## config.mk

```make
export PLATFORM = sky130hd
export DESIGN_NAME = dimmer_level_controller
export DESIGN_NICKNAME = d
export VERILOG_FILES = /design/src/rtl/dlc_pkg.sv /design/src/rtl/dlc_duty_cmp.sv /design/src/rtl/dimmer_level_controller.sv
export SDC_FILE = /design/constraint.sdc
export NUM_CORES = 1
export LEC_CHECK = 0
export BUFFER_PORTS_ARGS = -buffer_cell sky130_fd_sc_hd__buf_2
export CORE_MARGIN = 4
export CORE_UTILIZATION = 63
export DETAILED_ROUTE_END_ITERATION = 10
export GPL_TIMING_DRIVEN = 0
export PLACE_DENSITY_LB_ADDON = 0.08
export SYNTH_ARGS = -nofsm -noshare
export SYNTH_HDL_FRONTEND = slang
export SYNTH_SLANG_ARGS = --single-unit
export TNS_END_PERCENT = 50
```

## constraint.sdc

```tcl
create_clock -name aclk -period 6.16 [get_ports aclk]
set_clock_uncertainty 0.1 [all_clocks]
set_input_delay 0.924 -clock aclk [delete_from_list [all_inputs] [get_ports aclk]]
set_output_delay 0.924 -clock aclk [all_outputs]
set_load 0.02 [all_outputs]
```

## src/rtl/dlc_pkg.sv

```systemverilog
// ----------------------------------------------------------------------------
// dlc_pkg - shared types and constants of the dimmer level controller
// Opcodes, register indexes, field widths and the compare unit result.
// ----------------------------------------------------------------------------
package dlc_pkg;

    localparam int LEVEL_W = 4;
    localparam int DUTY_W  = 8;
    localparam int REQ_W   = 8;
    localparam int COUNT_W = 5;
    localparam int TAB_W   = 64;

    typedef enum logic [2:0] {
        OP_SET_ON        = 3'd0,
        OP_SET_LEVEL     = 3'd1,
        OP_STEP_DOWN     = 3'd2,
        OP_STEP_UP       = 3'd3,
        OP_RESTORE_PWM   = 3'd4,
        OP_RESTORE_LEVEL = 3'd5,
        OP_RECONCILE     = 3'd6,
        OP_NOP           = 3'd7
    } opcode_t;

    typedef enum logic [1:0] {
        REG_LEVEL_COUNT = 2'd0,
        REG_TABLE_LO    = 2'd1,
        REG_TABLE_HI    = 2'd2,
        REG_UNUSED      = 2'd3
    } reg_index_t;

    // result of the shared table read and compare
    typedef struct packed {
        logic [DUTY_W-1:0] duty;
        logic              le;
        logic              eq;
    } cmp_result_t;

endpackage

```

## src/rtl/dlc_duty_cmp.sv

```systemverilog
// ----------------------------------------------------------------------------
// dlc_duty_cmp - shared table read and duty compare unit
// Selects one duty byte of the level table and compares it against a duty.
// ----------------------------------------------------------------------------
module dlc_duty_cmp (
    input  logic [dlc_pkg::TAB_W-1:0]   table_lo,
    input  logic [dlc_pkg::TAB_W-1:0]   table_hi,
    input  logic [dlc_pkg::LEVEL_W-1:0] index,
    input  logic [dlc_pkg::DUTY_W-1:0]  ref_duty,
    output dlc_pkg::cmp_result_t        result
);
    import dlc_pkg::*;

    logic [TAB_W-1:0]  word;
    logic [DUTY_W-1:0] duty;

    assign word = index[LEVEL_W-1] ? table_hi : table_lo;
    assign duty = word[index[LEVEL_W-2:0]*DUTY_W +: DUTY_W];

    assign result.duty = duty;
    assign result.le   = (duty <= ref_duty);
    assign result.eq   = (duty == ref_duty);

endmodule

```

## src/rtl/dimmer_level_controller.sv

```systemverilog
// ----------------------------------------------------------------------------
// dimmer_level_controller - dimmer on flag, level and duty keeper
// Runs one opcode per item against a configured table of level duties.
// ----------------------------------------------------------------------------
// Sequence: set_on, opcode 7, range errors and a step down while off go
//   straight to the done state; level and step opcodes fetch the new duty
//   first; a reconcile or restore_with_pwm triple that already matches the
//   table is kept after the check, else the shared comparator walks the
//   entries, one per cycle, and the chosen level's duty is then fetched.
//   The done state holds while the result register is full and not taken.
// Throughput: one item at a time; s_tready is high only while idle.
// Reset: synchronous, active low; on flag off, level 15, duty 0, count 16,
//   table zero.
module dimmer_level_controller #(
    parameter int MAX_LEVELS = 16
) (
    input  logic        aclk,
    input  logic        aresetn,
    // configuration write channel
    input  logic        cfg_valid,
    output logic        cfg_ready,
    input  logic [1:0]  cfg_index,
    input  logic [63:0] cfg_data,
    // command items
    input  logic        s_tvalid,
    output logic        s_tready,
    input  logic [23:0] s_tdata,   // [0] on_value, [8:1] level_value,
                                   // [16:9] pwm_value, [23:17] zero
    input  logic [2:0]  s_tuser,   // [2:0] opcode
    // result items
    output logic        m_tvalid,
    input  logic        m_tready,
    output logic [15:0] m_tdata    // [0] light_is_on, [4:1] level_now,
                                   // [12:5] duty_now, [13] status, [15:14] zero
);
    import dlc_pkg::*;

    typedef enum logic [2:0] {
        ST_IDLE,
        ST_CHECK,
        ST_WALK,
        ST_FETCH,
        ST_DONE
    } state_t;

    localparam logic [COUNT_W-1:0] MAX_COUNT = COUNT_W'(MAX_LEVELS);

    // configuration registers
    logic [COUNT_W-1:0] count_reg;
    logic [TAB_W-1:0]   table_lo_reg;
    logic [TAB_W-1:0]   table_hi_reg;

    // dimmer state
    logic               on_reg;
    logic [LEVEL_W-1:0] level_reg;
    logic [DUTY_W-1:0]  duty_reg;
    logic               status_reg;

    // sequencer and reconcile candidate
    state_t             state_reg;
    logic               cand_on_reg;
    logic [REQ_W-1:0]   cand_lvl_reg;
    logic [DUTY_W-1:0]  cand_pwm_reg;
    logic [LEVEL_W-1:0] idx_reg;

    // output register
    logic               m_valid_reg;
    logic [15:0]        m_data_reg;

    // command fields
    opcode_t            opcode;
    logic               on_value;
    logic [REQ_W-1:0]   level_value;
    logic [DUTY_W-1:0]  pwm_value;

    logic [COUNT_W-1:0] eff_count;
    logic [LEVEL_W-1:0] top_level;
    logic [COUNT_W-1:0] level_inc;
    logic [LEVEL_W-1:0] cmp_index;
    cmp_result_t        cmp;
    logic               in_accept;
    logic               out_free;

    assign opcode      = opcode_t'(s_tuser);
    assign on_value    = s_tdata[0];
    assign level_value = s_tdata[8:1];
    assign pwm_value   = s_tdata[16:9];

    // Clamp the count: zero acts as one, anything above the table acts as full.
    always_comb begin
        priority if (count_reg == '0) begin
            eff_count = COUNT_W'(1);
        end else if (count_reg > MAX_COUNT) begin
            eff_count = MAX_COUNT;
        end else begin
            eff_count = count_reg;
        end
    end

    assign top_level = LEVEL_W'(eff_count - COUNT_W'(1));
    assign level_inc = {1'b0, level_reg} + COUNT_W'(1);

    // Steer the one shared compare unit: candidate level during the check,
    // walk index during the search, chosen level when fetching its duty.
    always_comb begin
        unique case (state_reg)
            ST_CHECK: cmp_index = cand_lvl_reg[LEVEL_W-1:0];
            ST_WALK:  cmp_index = idx_reg;
            default:  cmp_index = level_reg;
        endcase
    end

    dlc_duty_cmp u_cmp (
        .table_lo (table_lo_reg),
        .table_hi (table_hi_reg),
        .index    (cmp_index),
        .ref_duty (cand_pwm_reg),
        .result   (cmp)
    );

    assign cfg_ready = 1'b1;
    assign s_tready  = (state_reg == ST_IDLE);
    assign in_accept = s_tvalid && s_tready;
    assign out_free  = !m_valid_reg || m_tready;
    assign m_tvalid  = m_valid_reg;
    assign m_tdata   = m_data_reg;

    // Configuration writes; index three is ignored.
    always_ff @(posedge aclk) begin
        if (!aresetn) begin
            count_reg    <= COUNT_W'(16);
            table_lo_reg <= '0;
            table_hi_reg <= '0;
        end else if (cfg_valid && cfg_ready) begin
            unique case (reg_index_t'(cfg_index))
                REG_LEVEL_COUNT: count_reg    <= cfg_data[COUNT_W-1:0];
                REG_TABLE_LO:    table_lo_reg <= cfg_data;
                REG_TABLE_HI:    table_hi_reg <= cfg_data;
                default: ;
            endcase
        end
    end

    always_ff @(posedge aclk) begin
        if (!aresetn) begin
            state_reg   <= ST_IDLE;
            on_reg      <= 1'b0;
            level_reg   <= LEVEL_W'(15);
            duty_reg    <= '0;
            status_reg  <= 1'b0;
            m_valid_reg <= 1'b0;
        end else begin
            // drop the result once the consumer takes it, unless a new one
            // is loaded in the same cycle
            if (m_valid_reg && m_tready && state_reg != ST_DONE) begin
                m_valid_reg <= 1'b0;
            end

            unique case (state_reg)
                ST_IDLE: begin
                    if (in_accept) begin
                        status_reg <= 1'b0;
                        state_reg  <= ST_DONE;
                        unique case (opcode)
                            OP_SET_ON: begin
                                on_reg <= on_value;
                            end
                            OP_SET_LEVEL: begin
                                if (level_value < REQ_W'(eff_count)) begin
                                    on_reg    <= 1'b1;
                                    level_reg <= level_value[LEVEL_W-1:0];
                                    state_reg <= ST_FETCH;
                                end else begin
                                    status_reg <= 1'b1;
                                end
                            end
                            OP_STEP_DOWN: begin
                                if (on_reg) begin
                                    // at the bottom, turn off and park at the top
                                    if (level_reg == '0) begin
                                        on_reg    <= 1'b0;
                                        level_reg <= top_level;
                                    end else begin
                                        level_reg <= level_reg - LEVEL_W'(1);
                                    end
                                    state_reg <= ST_FETCH;
                                end
                            end
                            OP_STEP_UP: begin
                                on_reg <= 1'b1;
                                if (level_inc > {1'b0, top_level}) begin
                                    level_reg <= top_level;
                                end else begin
                                    level_reg <= level_inc[LEVEL_W-1:0];
                                end
                                state_reg <= ST_FETCH;
                            end
                            OP_RESTORE_PWM: begin
                                cand_on_reg  <= on_value;
                                cand_lvl_reg <= level_value;
                                cand_pwm_reg <= pwm_value;
                                state_reg    <= ST_CHECK;
                            end
                            OP_RESTORE_LEVEL: begin
                                if (level_value > REQ_W'(top_level)) begin
                                    status_reg <= 1'b1;
                                end else begin
                                    on_reg    <= on_value;
                                    level_reg <= level_value[LEVEL_W-1:0];
                                    state_reg <= ST_FETCH;
                                end
                            end
                            OP_RECONCILE: begin
                                cand_on_reg  <= on_reg;
                                cand_lvl_reg <= REQ_W'(level_reg);
                                cand_pwm_reg <= duty_reg;
                                state_reg    <= ST_CHECK;
                            end
                            default: ;
                        endcase
                    end
                end

                ST_CHECK: begin
                    // keep a triple that already matches the table
                    if (cand_lvl_reg < REQ_W'(eff_count) && cmp.eq) begin
                        on_reg    <= cand_on_reg;
                        level_reg <= cand_lvl_reg[LEVEL_W-1:0];
                        duty_reg  <= cand_pwm_reg;
                        state_reg <= ST_DONE;
                    end else begin
                        idx_reg   <= '0;
                        state_reg <= ST_WALK;
                    end
                end

                ST_WALK: begin
                    // walk upward while the entry stays at or below the duty
                    if (cmp.le && idx_reg == top_level) begin
                        on_reg    <= cand_on_reg;
                        level_reg <= idx_reg;
                        state_reg <= ST_FETCH;
                    end else if (cmp.le) begin
                        idx_reg <= idx_reg + LEVEL_W'(1);
                    end else if (idx_reg == '0) begin
                        // even level zero is too bright: off at the top
                        on_reg    <= 1'b0;
                        level_reg <= top_level;
                        state_reg <= ST_FETCH;
                    end else begin
                        on_reg    <= cand_on_reg;
                        level_reg <= idx_reg - LEVEL_W'(1);
                        state_reg <= ST_FETCH;
                    end
                end

                ST_FETCH: begin
                    duty_reg  <= cmp.duty;
                    state_reg <= ST_DONE;
                end

                ST_DONE: begin
                    // hold until the output register is free
                    if (out_free) begin
                        m_valid_reg <= 1'b1;
                        m_data_reg  <= {2'b00, status_reg, duty_reg, level_reg, on_reg};
                        state_reg   <= ST_IDLE;
                    end
                end

                default: begin
                    state_reg <= ST_IDLE;
                end
            endcase
        end
    end

    // an accepted item keeps the block busy in the next cycle
    a_busy_after_accept: assert property (
        @(posedge aclk) disable iff (!aresetn)
        in_accept |=> !s_tready
    ) else $error("block ready right after accepting an item");

    // the search never runs past the last valid level
    a_walk_in_range: assert property (
        @(posedge aclk) disable iff (!aresetn)
        (state_reg == ST_WALK) |-> (idx_reg <= top_level)
    ) else $error("table walk beyond the level count");

    // a finished item with a free output register shows up as a result
    a_done_delivers: assert property (
        @(posedge aclk) disable iff (!aresetn)
        (state_reg == ST_DONE && out_free) |=> (m_tvalid && s_tready)
    ) else $error("finished item not delivered");

endmodule

```

==> impl_metrics.toml, run 1 <==
[drt]
routedWlPerCell_microns = 18.6
first_pass_iters = 8
routed_wl_mm = 26.7
vias = 8706
routed_via_density = 6.07
ant_nets = 0
route.detailed.drc = 0
first_iter_violations = 961

[finish]
instances_no_fill = 1434
syn2layout_area_growth_pct = 15.0
layout.nets = 1365
design_area_sq_um = 10900
final_util = 0.744
antenna_cells = 0
layout-drive-gt1-share = 0.146

[clock_network]
post_cts_resized = 0
htree_levels = 4
post_cts_buffers = 0
clkSinkCount = 186
root_buffer = "clkbuf_16"
cts_tree = "yes"
cts_buffers = 17
ctsHoldBuffers = 0
clockBufferDepth = 2
clkTransAtPathRegs_ns = 0.07
clock_latency_ns = 0.44

[global_routing]
grt_start_max_net_pins = 18
grt_pass1_wl_mm = 41.3
grt_antenna_before_repair = 0
gr-total-overflow = 0
grt_pass1_vias = 7914
grt_usage = 0.314

[flow_run]
maxCapViolations = 0

[placement]
place_area_sq_um = 10200
portBuffers = 104
hpwl_mm = 19.4
dp_cells = 1402
gp_routability_congestion = 0.997

[synth]
synth_edf_count = 35
synth_top_area_cell = "dfxtp_1"
syn_area_sq_um = 9440
ys_async_sr_fraction = 0
synth_ff_type = "dfxtp_1"
avgSynthCellArea_sq_um = 8.50
netlist_top_cells_area = "dfxtp_1 (32%), nand2_1 (11%), edfxtp_1 (11%)"
yosysSeqAreaShare = 0.431
synth_cells = 1111
synth_top_area_share = 0.320
ys_ff_latch = 186
yosys_warnings = 0
synth_cell_types = 75

[timing]
finalMaxSlewViolations = 0
hold_violations = 0
finalSetupTns_ns = 0
slew_headroom = 0.260
worst_pin_slew_ns = 1.11
min_period_ns = 4.91
grt_setup_unrepaired = "false"
setup_viol = 0
max_freq_ghz = 0.204
finalCritPeriodShare = 0.797

[pwr]
vdd_drop_max_v = 0.000249
cellPowerDensity_nw_per_um2 = 342
power.total_uw = 3710
p_leak_uw = 0.00406

[floorplanning]
die_x_microns = 130
ios = 117
die_y_microns = 130
die_area_sq_um = 17000
rows = 44
initial_utilization = 0.647
core_area_sq_um = 14600

[setup_path]
max_stage_delay_ns = 0.73
crit_chain = "buf_2, nor2_2, a221oi_1, o21a_1, nor3_1, a22oi_1, nand4_1, inv_1, ha_1, nand4_1, o21bai_1, a41oi_1, or3_1, buf_2, mux2i_1, nor4_1, o21ai_1"
path_class = "flip-flop to flip-flop"
crit_path_end_kind = "flip-flop"
path_buf_inv = 3
crit_required_ns = 6.35
cp_max_fo = 10
cp.arrival_ns = 5.10
startpoint_type = "flip-flop"
critical-path-top-delay-family = "simple AND/OR/NAND/NOR gates"
slowest_stage = "nor3_1"

[worst_hold_path]
worst_hold_path_type = "flip-flop to flip-flop"

[run_status]
status = "complete, no violations"
stage by stage:
stage / hold slack [ns] / worst slack, ns
6_report: 0.350 / 1.25
5_1_grt: 0.364 / 1.05
4_1_cts: 0.343 / 1.40
3_5_place_dp: 0.325 / 1.47
3_3_place_gp: 0.309 / 1.21
2_1_floorplan: 0.306 / 2.35
power breakdown:
| group | leakage, uW | internal (uW) | switching, uW | total [uW] |
|---|---|---|---|---|
| Combinational | 0.00221 | 456 | 745 | 1200 |
| Sequential | 0.00154 | 1300 | 33.7 | 1330 |
| Clock | 0.000308 | 675 | 505 | 1180 |
layout make-up:
cell class	instances	area, sq um
multi-input combinational	817	4900
tap	184	230
clock buffer	19	454
buffer	75	353
inverter	34	128
clock inverter	13	183
fill	1169	3730
timing repair buffer	106	536
sequential	186	4070
synthesized netlist by cell type, types with 5 or more instances:
library cell,instances
mux2i_1,72
ha_1,30
dfxtp_1,151
nor2_1,25
a21oi_1,154
nor4_1,7
nor3b_2,5
nor3_1,12
a211oi_1,6
nand4_1,14
nand2_1,281
o21ai_0,14
a22oi_1,42
and2_1,8
inv_1,32
nor2b_1,8
xnor2_1,5
nand2b_1,10
mux2_2,11
edfxtp_1,35
nand3_1,10
buf_6,6
o21ai_1,21
buf_4,6
clkbuf_1,56
placed cells by master, fill, tap and decap left out, drive strengths merged, types with 7 or more instances in the layout:
cell | netlist | layout
clkbuf | 56 | 75
a211oi | 7 | 7
nor2b | 8 | 8
nand2 | 281 | 281
nor3b | 9 | 9
nor4 | 7 | 7
buf | 19 | 125
nor2 | 26 | 26
ha | 30 | 30
o21ai | 35 | 35
a22oi | 42 | 42
mux2i | 72 | 72
nor3 | 14 | 14
a21oi | 155 | 155
and2 | 8 | 8
nand2b | 10 | 10
nand4 | 14 | 14
edfxtp | 35 | 35
mux2 | 11 | 11
nand3 | 10 | 10
dfxtp | 151 | 151
inv | 33 | 37
logic make-up (layout without fill, tap and decap cells):
| family | Yosys count | in the layout | share of synthesized area |
|---|---|---|---|
| flops | 186 | 186 | 0.431 |
| mux | 83 | 83 | 0.0894 |
| fa+ha+maj | 30 | 30 | 0.0398 |
| simple gates | 403 | 403 | 0.190 |
| other cells | 2 | 3 | 0.000795 |
| xor+xnor | 8 | 8 | 0.00888 |
| compound gates | 290 | 290 | 0.188 |
| buf+inv | 109 | 247 | 0.0509 |
worst register-to-register path: cells and delay by family, from the launching register on:
| kind | cells | cell delay [ns] |
|---|---|---|
| adder cells (fa/ha/maj) | 1 | 0.29 |
| buffers and inverters | 3 | 0.41 |
| flip-flops | 1 | 0.30 |
| AO/OA/AOI/OAI | 6 | 1.49 |
| AND/OR/NAND/NOR | 6 | 2.10 |
| multiplexers | 1 | 0.09 |
final timing paths:
check | startpoint | end | slack, ns | cells past startpoint
worst max-delay path | state_reg[0]$_SDFFE_PN0P_ | level_reg[2]$_SDFFE_PN1P_ | 1.25 | 17
worst min-delay path | level_reg[3]$_SDFFE_PN1P_ | m_tdata[4]$_DFFE_PP_ | 0.35 | 0
worst max register to register | state_reg[0]$_SDFFE_PN0P_ | level_reg[2]$_SDFFE_PN1P_ | 1.25 | 17
worst min register to register | level_reg[3]$_SDFFE_PN1P_ | m_tdata[4]$_DFFE_PP_ | 0.35 | 0
routing by layer:
metal,vias to the layer above,share of wire,GRT usage
met5,-,0,0
met4,0,0.036,0.120
met3,68,0.090,0.0642
met2,417,0.46,0.503
met1,4059,0.41,0.423
li1,4162,-,-
No activity file was read; power rests on OpenSTA's default activity.
==> run 2, diff against run 1 <==
--- a/config.mk
+++ b/config.mk
@@ -5,9 +5,10 @@
 export SDC_FILE = /design/constraint.sdc
 export NUM_CORES = 1
 export LEC_CHECK = 0
+export ABC_AREA = 1
 export BUFFER_PORTS_ARGS = -buffer_cell sky130_fd_sc_hd__buf_2
 export CORE_MARGIN = 4
-export CORE_UTILIZATION = 63
+export CORE_UTILIZATION = 59
 export DETAILED_ROUTE_END_ITERATION = 10
 export GPL_TIMING_DRIVEN = 0
 export PLACE_DENSITY_LB_ADDON = 0.08
==> constraint.sdc (replaced) <==
create_clock -name aclk -period 4.6 [get_ports aclk]
set_clock_uncertainty 0.1 [all_clocks]
set_input_delay 0.69 -clock aclk [delete_from_list [all_inputs] [get_ports aclk]]
set_output_delay 0.69 -clock aclk [all_outputs]
set_load 0.02 [all_outputs]
==> impl_metrics.toml, run 2 <==
[timing]
finalCritPeriodShare = 0.943
hold_violations = 0
max_freq_ghz = 0.231
finalSetupTns_ns = 0
min_period_ns = 4.34
grt_setup_unrepaired = "false"
finalMaxSlewViolations = 0
worst_pin_slew_ns = 0.779
worst_slack_ns = 0.264
setup_viol = 0
slew_headroom = 0.479

[placement]
place_ws_ns = 0.264
portBuffers = 105
place_area_sq_um = 10400
dp_cells = 1675
gp_routability_congestion = 0.952
hpwl_mm = 21.2

[pwr]
p_leak_uw = 0.00497
cellPowerDensity_nw_per_um2 = 590
vdd_drop_max_v = 0.000470

[clock_network]
root_buffer = "clkbuf_16"
clkSinkCount = 186
clkTransAtPathRegs_ns = 0.07
clock_latency_ns = 0.44
cts_buffers = 17
post_cts_buffers = 0
ctsHoldBuffers = 0
cts_tree = "yes"
clockBufferDepth = 2
htree_levels = 4

[synth]
synth_cells = 1351
synth_edf_count = 35
netlist_top_cells_area = "dfxtp_1 (32%), nand3_1 (12%), edfxtp_1 (11%)"
yosysMostFrequentCell = "nor2_1"
synth_top_area_cell = "dfxtp_1"
synth_top_area_share = 0.316
syn_area_sq_um = 9570
yosys-top-cells-count = "nor2_1 (264), nand3_1 (235), nand2_1 (209)"
avgSynthCellArea_sq_um = 7.08
ys_async_sr_fraction = 0
ys_ff_latch = 186
yosysSeqAreaShare = 0.426
yosys_warnings = 0
synth_ff_type = "dfxtp_1"
synth_cell_types = 38

[setup_path]
rr_startpoint = "state_reg[2]$_SDFFE_PN0P_"
max_stage_delay_ns = 0.30
slowest_stage = "dfxtp_1"
path_class = "flip-flop to flip-flop"
startpoint_type = "flip-flop"
cp.arrival_ns = 4.37
crit_required_ns = 4.63
path_buf_inv = 7
crit_path_end_kind = "flip-flop"
critical-path-top-delay-family = "simple AND/OR/NAND/NOR gates"
cp_max_fo = 10
critPathLaunch = "state_reg[2]$_SDFFE_PN0P_"
crit_chain = "buf_2, inv_2, nand2_2, nor2_8, inv_4, nand2_1, nand2_1, inv_2, buf_2, nand3_1, nand3_1, nand3_1, nand2_1, inv_1, ha_1, a21oi_1, o21ai_0, and2_0, o21bai_2, nand3_1, nand2_1, nand2_1, inv_1"
cp_common_cell = "nand2_1"

[drt]
route.detailed.drc = 0
vias = 9610
routed_via_density = 5.63
routedWlPerCell_microns = 16.7
first_pass_iters = 7
ant_nets = 0
first_iter_violations = 937
routed_wl_mm = 28.5

[finish]
final_common_cell = "nor2_1"
antenna_cells = 0
final_util = 0.695
layout-drive-gt1-share = 0.134
layout.nets = 1606
layout_common_cells = "nor2_1 (264), nand3_1 (234), nand2_1 (209)"
syn2layout_area_growth_pct = 15.4
instances_no_fill = 1707
design_area_sq_um = 11000

[floorplanning]
ios = 117
die_x_microns = 135
rows = 46
core_area_sq_um = 15900
die_y_microns = 135
initial_utilization = 0.602
die_area_sq_um = 18300

[global_routing]
grt_start_max_net_pins = 18
grt_usage = 0.314
gr-total-overflow = 0
grt_pass1_wl_mm = 45.2
grt_pass1_vias = 8953
grt_antenna_before_repair = 0

[flow_run]
maxCapViolations = 0

[worst_hold_path]
min-delay-start = "level_reg[2]$_SDFFE_PN1P_"
worst_hold_path_type = "flip-flop to flip-flop"

[run_status]
status = "complete, no violations"
## run 2: cell types whose count changed after synthesis, sizes merged, moves of 70 or more
| cell | change |
|---|---|
| nand3 | +226 |
| nand2 | -70 |
| o21ai | +117 |
| a21oi | -121 |
| mux2i | -72 |
| nor2 | +242 |
## run 2: kinds of logic (layout without fill, tap and decap cells)
logic type      Yosys count  count (layout)  synth area share
compound gates          195             195             0.105
xor+xnor                  9               9           0.00824
fa+ha+maj                30              30            0.0392
buf+inv                 176             315            0.0758
flops                   186             186             0.426
mux                       8               8           0.00941
other cells               2               3          0.000785
simple gates            745             745             0.336
## run 2: what timing repair did
action                                  4_1_cts  5_1_grt
endpoints found under the hold margin         0        0
gates resized for setup                       0        3
endpoints found under the setup margin        0       16
## run 2: report_power, final
| part | switching (uW) | leakage [uW] | internal (uW) | total (uW) |
|---|---|---|---|---|
| registers | 82.4 | 0.00156 | 1790 | 1870 |
| clock network | 679 | 0.000308 | 903 | 1580 |
| logic | 2120 | 0.00311 | 942 | 3060 |
| total | 2880 | 0.00497 | 3640 | 6510 |
## run 2: per-layer routing
metal | vias to the layer above | routed length (microns) | track usage
met5 | - | 0 | 0
met3 | 70 | 2530 | 0.0806
met4 | 0 | 997 | 0.122
li1 | 4714 | - | -
met1 | 4388 | 11500 | 0.393
met2 | 438 | 13500 | 0.522
## run 2: metrics by stage
step / total power (uW) / hold slack [ns]
after detailed placement: 4830 / 0.311
final: 6510 / 0.331
after global placement: 4770 / 0.308
after CTS: 6400 / 0.326
after global routing: 6890 / 0.331
after floorplan: 3940 / 0.306
## run 2: path summary, 6_finish.rpt
kind	endpoint	slack [ns]	depth (start not counted)
worst max-delay path	idx_reg[1]$_SDFFCE_PN0P_	0.26	23
worst min-delay path	m_tdata[3]$_DFFE_PP_	0.33	0
worst max register to register	idx_reg[1]$_SDFFCE_PN0P_	0.26	23
worst min register to register	m_tdata[3]$_DFFE_PP_	0.33	0
## run 2: final cells by class
| cell class | count | area (sq um) |
|---|---|---|
| Inverter | 100 | 378 |
| Timing Repair Buffer | 107 | 548 |
| Sequential cell | 186 | 4070 |
| Buffer | 76 | 348 |
| Tap cell | 216 | 270 |
| Multi-Input combinational cell | 990 | 4800 |
| Clock inverter | 13 | 174 |
| Fill cell | 1409 | 4840 |
| Clock buffer | 19 | 454 |
==> run 3, diff against run 2 <==
--- a/config.mk
+++ b/config.mk
@@ -8,7 +8,7 @@
 export ABC_AREA = 1
 export BUFFER_PORTS_ARGS = -buffer_cell sky130_fd_sc_hd__buf_2
 export CORE_MARGIN = 4
-export CORE_UTILIZATION = 59
+export CORE_UTILIZATION = 45
 export DETAILED_ROUTE_END_ITERATION = 10
 export GPL_TIMING_DRIVEN = 0
 export PLACE_DENSITY_LB_ADDON = 0.08
==> impl_metrics.toml, run 3 (same netlist as run 2, synthesis figures left out) <==
[run_status]
status = "complete, no violations"

[floorplanning]
rows = 53
die_x_microns = 154
die_area_sq_um = 23700
die_y_microns = 154
initial_utilization = 0.457
core_area_sq_um = 21000
ios = 117

[setup_path]
rr_startpoint = "state_reg[2]$_SDFFE_PN0P_"
crit_path_end_kind = "flip-flop"
cp_max_fo = 10
crit_required_ns = 4.64
reg2reg_slack_ns = 0.30
endpoint = "idx_reg[0]$_SDFFCE_PN0P_"
r2r_end = "idx_reg[0]$_SDFFCE_PN0P_"
crit_chain = "buf_2, inv_2, nand2_2, nor2_8, inv_4, nand2_1, nand2_1, inv_2, buf_2, nand3_1, nand3_1, nand3_1, nand2_1, inv_1, ha_1, a21oi_1, o21ai_0, and2_0, o21bai_4, nand3_1, nand2_1, nand2_1, inv_1"
path_class = "flip-flop to flip-flop"
startpoint_type = "flip-flop"
slowest_stage = "dfxtp_1"
worst-r2r-cell-count = 23
max_stage_delay_ns = 0.29
cp_common_cell = "nand2_1"
critPathLaunch = "state_reg[2]$_SDFFE_PN0P_"
cp.arrival_ns = 4.34

[global_routing]
grt_antenna_before_repair = 0
gr-total-overflow = 0
grt_pass1_wl_mm = 46.9
grt_pass1_vias = 8717
grt_start_max_net_pins = 19
grt_usage = 0.250

[pwr]
power.total_uw = 6640
vdd_drop_max_v = 0.000317
cellPowerDensity_nw_per_um2 = 596
p_leak_uw = 0.00498

[drt]
route.detailed.drc = 0
vias = 9322
routed_wl_mm = 29.8
first_pass_iters = 5
routed_via_density = 5.28
first_iter_violations = 863
ant_nets = 0
routedWlPerCell_microns = 16.9

[timing]
finalSetupTns_ns = 0
finalCritPeriodShare = 0.934
max_freq_ghz = 0.233
hold_violations = 0
worst_pin_slew_ns = 1.01
min_period_ns = 4.30
finalMaxSlewViolations = 0
setup_viol = 0
slew_headroom = 0.324

[finish]
antenna_cells = 0
syn2layout_area_growth_pct = 16.4
num-fill-cells = 2200
layout_common_cells = "nor2_1 (264), nand3_1 (234), nand2_1 (209)"
layout-drive-gt1-share = 0.135
layout.nets = 1606
final_common_cell = "nor2_1"

[clock_network]
htree_levels = 4
cts_tree = "yes"
clockBufferDepth = 2
clkTransAtPathRegs_ns = 0.07
ctsHoldBuffers = 0
clkSinkCount = 186
root_buffer = "clkbuf_16"
cts_buffers = 17
clock_latency_ns = 0.44

[placement]
hpwl_mm = 22.3
portBuffers = 105
gp_routability_congestion = 0.928

[worst_hold_path]
worst_hold_path_type = "flip-flop to flip-flop"

[flow_run]
maxCapViolations = 0
## run 3: final cells by class
cell class                      count  area (sq um)  share of cell area
Multi-Input combinational cell    990          4810               0.432
Buffer                             76           350              0.0315
Clock inverter                     13           201              0.0181
Clock buffer                       19           433              0.0389
Inverter                          100           378              0.0339
Timing Repair Buffer              107           548              0.0492
Tap cell                          275           344              0.0309
Sequential cell                   186          4070               0.366
## run 3: power breakdown
group / total, uW / internal (uW) / switching (uW)
Clock: 1620 / 929 / 694
Combinational: 3150 / 958 / 2190
Sequential: 1870 / 1790 / 80.6
## run 3: critical path: cells and delay by family, from the launching register on
kind / cells / cell delay, ns
adders and majority gates: 1 / 0.28
DFF: 1 / 0.29
buffers and inverters: 7 / 1.00
and+or+nand+nor: 12 / 1.85
AOI/OAI and AO/OA: 3 / 0.46
## run 3: how the worst min path moves through the flow
stage,depth (start not counted),to,from
floorplan,0,m_tdata[3]$_DFFE_PP_,level_reg[2]$_SDFFE_PN1P_
global placement,0,m_tdata[3]$_DFFE_PP_,level_reg[2]$_SDFFE_PN1P_
detailed placement,0,m_tdata[3]$_DFFE_PP_,level_reg[2]$_SDFFE_PN1P_
CTS,0,m_tdata[3]$_DFFE_PP_,level_reg[2]$_SDFFE_PN1P_
global route,0,m_tdata[3]$_DFFE_PP_,level_reg[2]$_SDFFE_PN1P_
finish,0,m_tdata[3]$_DFFE_PP_,level_reg[2]$_SDFFE_PN1P_
## run 3: what timing repair did
action,4_1_cts,5_1_grt
gates resized for setup,0,7
endpoints found under the setup margin,0,19
setup buffers,0,0
## run 3: metrics by stage
| stage | worst slack [ns] | hold slack [ns] | util | cells | instance area [sq um] |
|---|---|---|---|---|---|
| final | 0.302 | 0.331 | 0.532 | 1766 | 11100 |
| after global routing | -0.0159 | 0.341 | 0.532 | 1766 | 11100 |
| after global placement | 0.0154 | 0.310 | 0.498 | 1732 | 10400 |
| after CTS | 0.0764 | 0.330 | 0.530 | 1766 | 11100 |
| after floorplan | 1.24 | 0.306 | - | 1352 | 9570 |
| after detailed placement | 0.0760 | 0.312 | 0.500 | 1734 | 10500 |
## run 3: layer usage
layer  global-route usage  vias to the layer above  share of wire
met5                    0                        -              0
met4               0.0824                        0          0.024
met1                0.335                     4277           0.46
li1                     -                     4719              -
met2                0.411                      284           0.46
met3               0.0448                       42          0.059
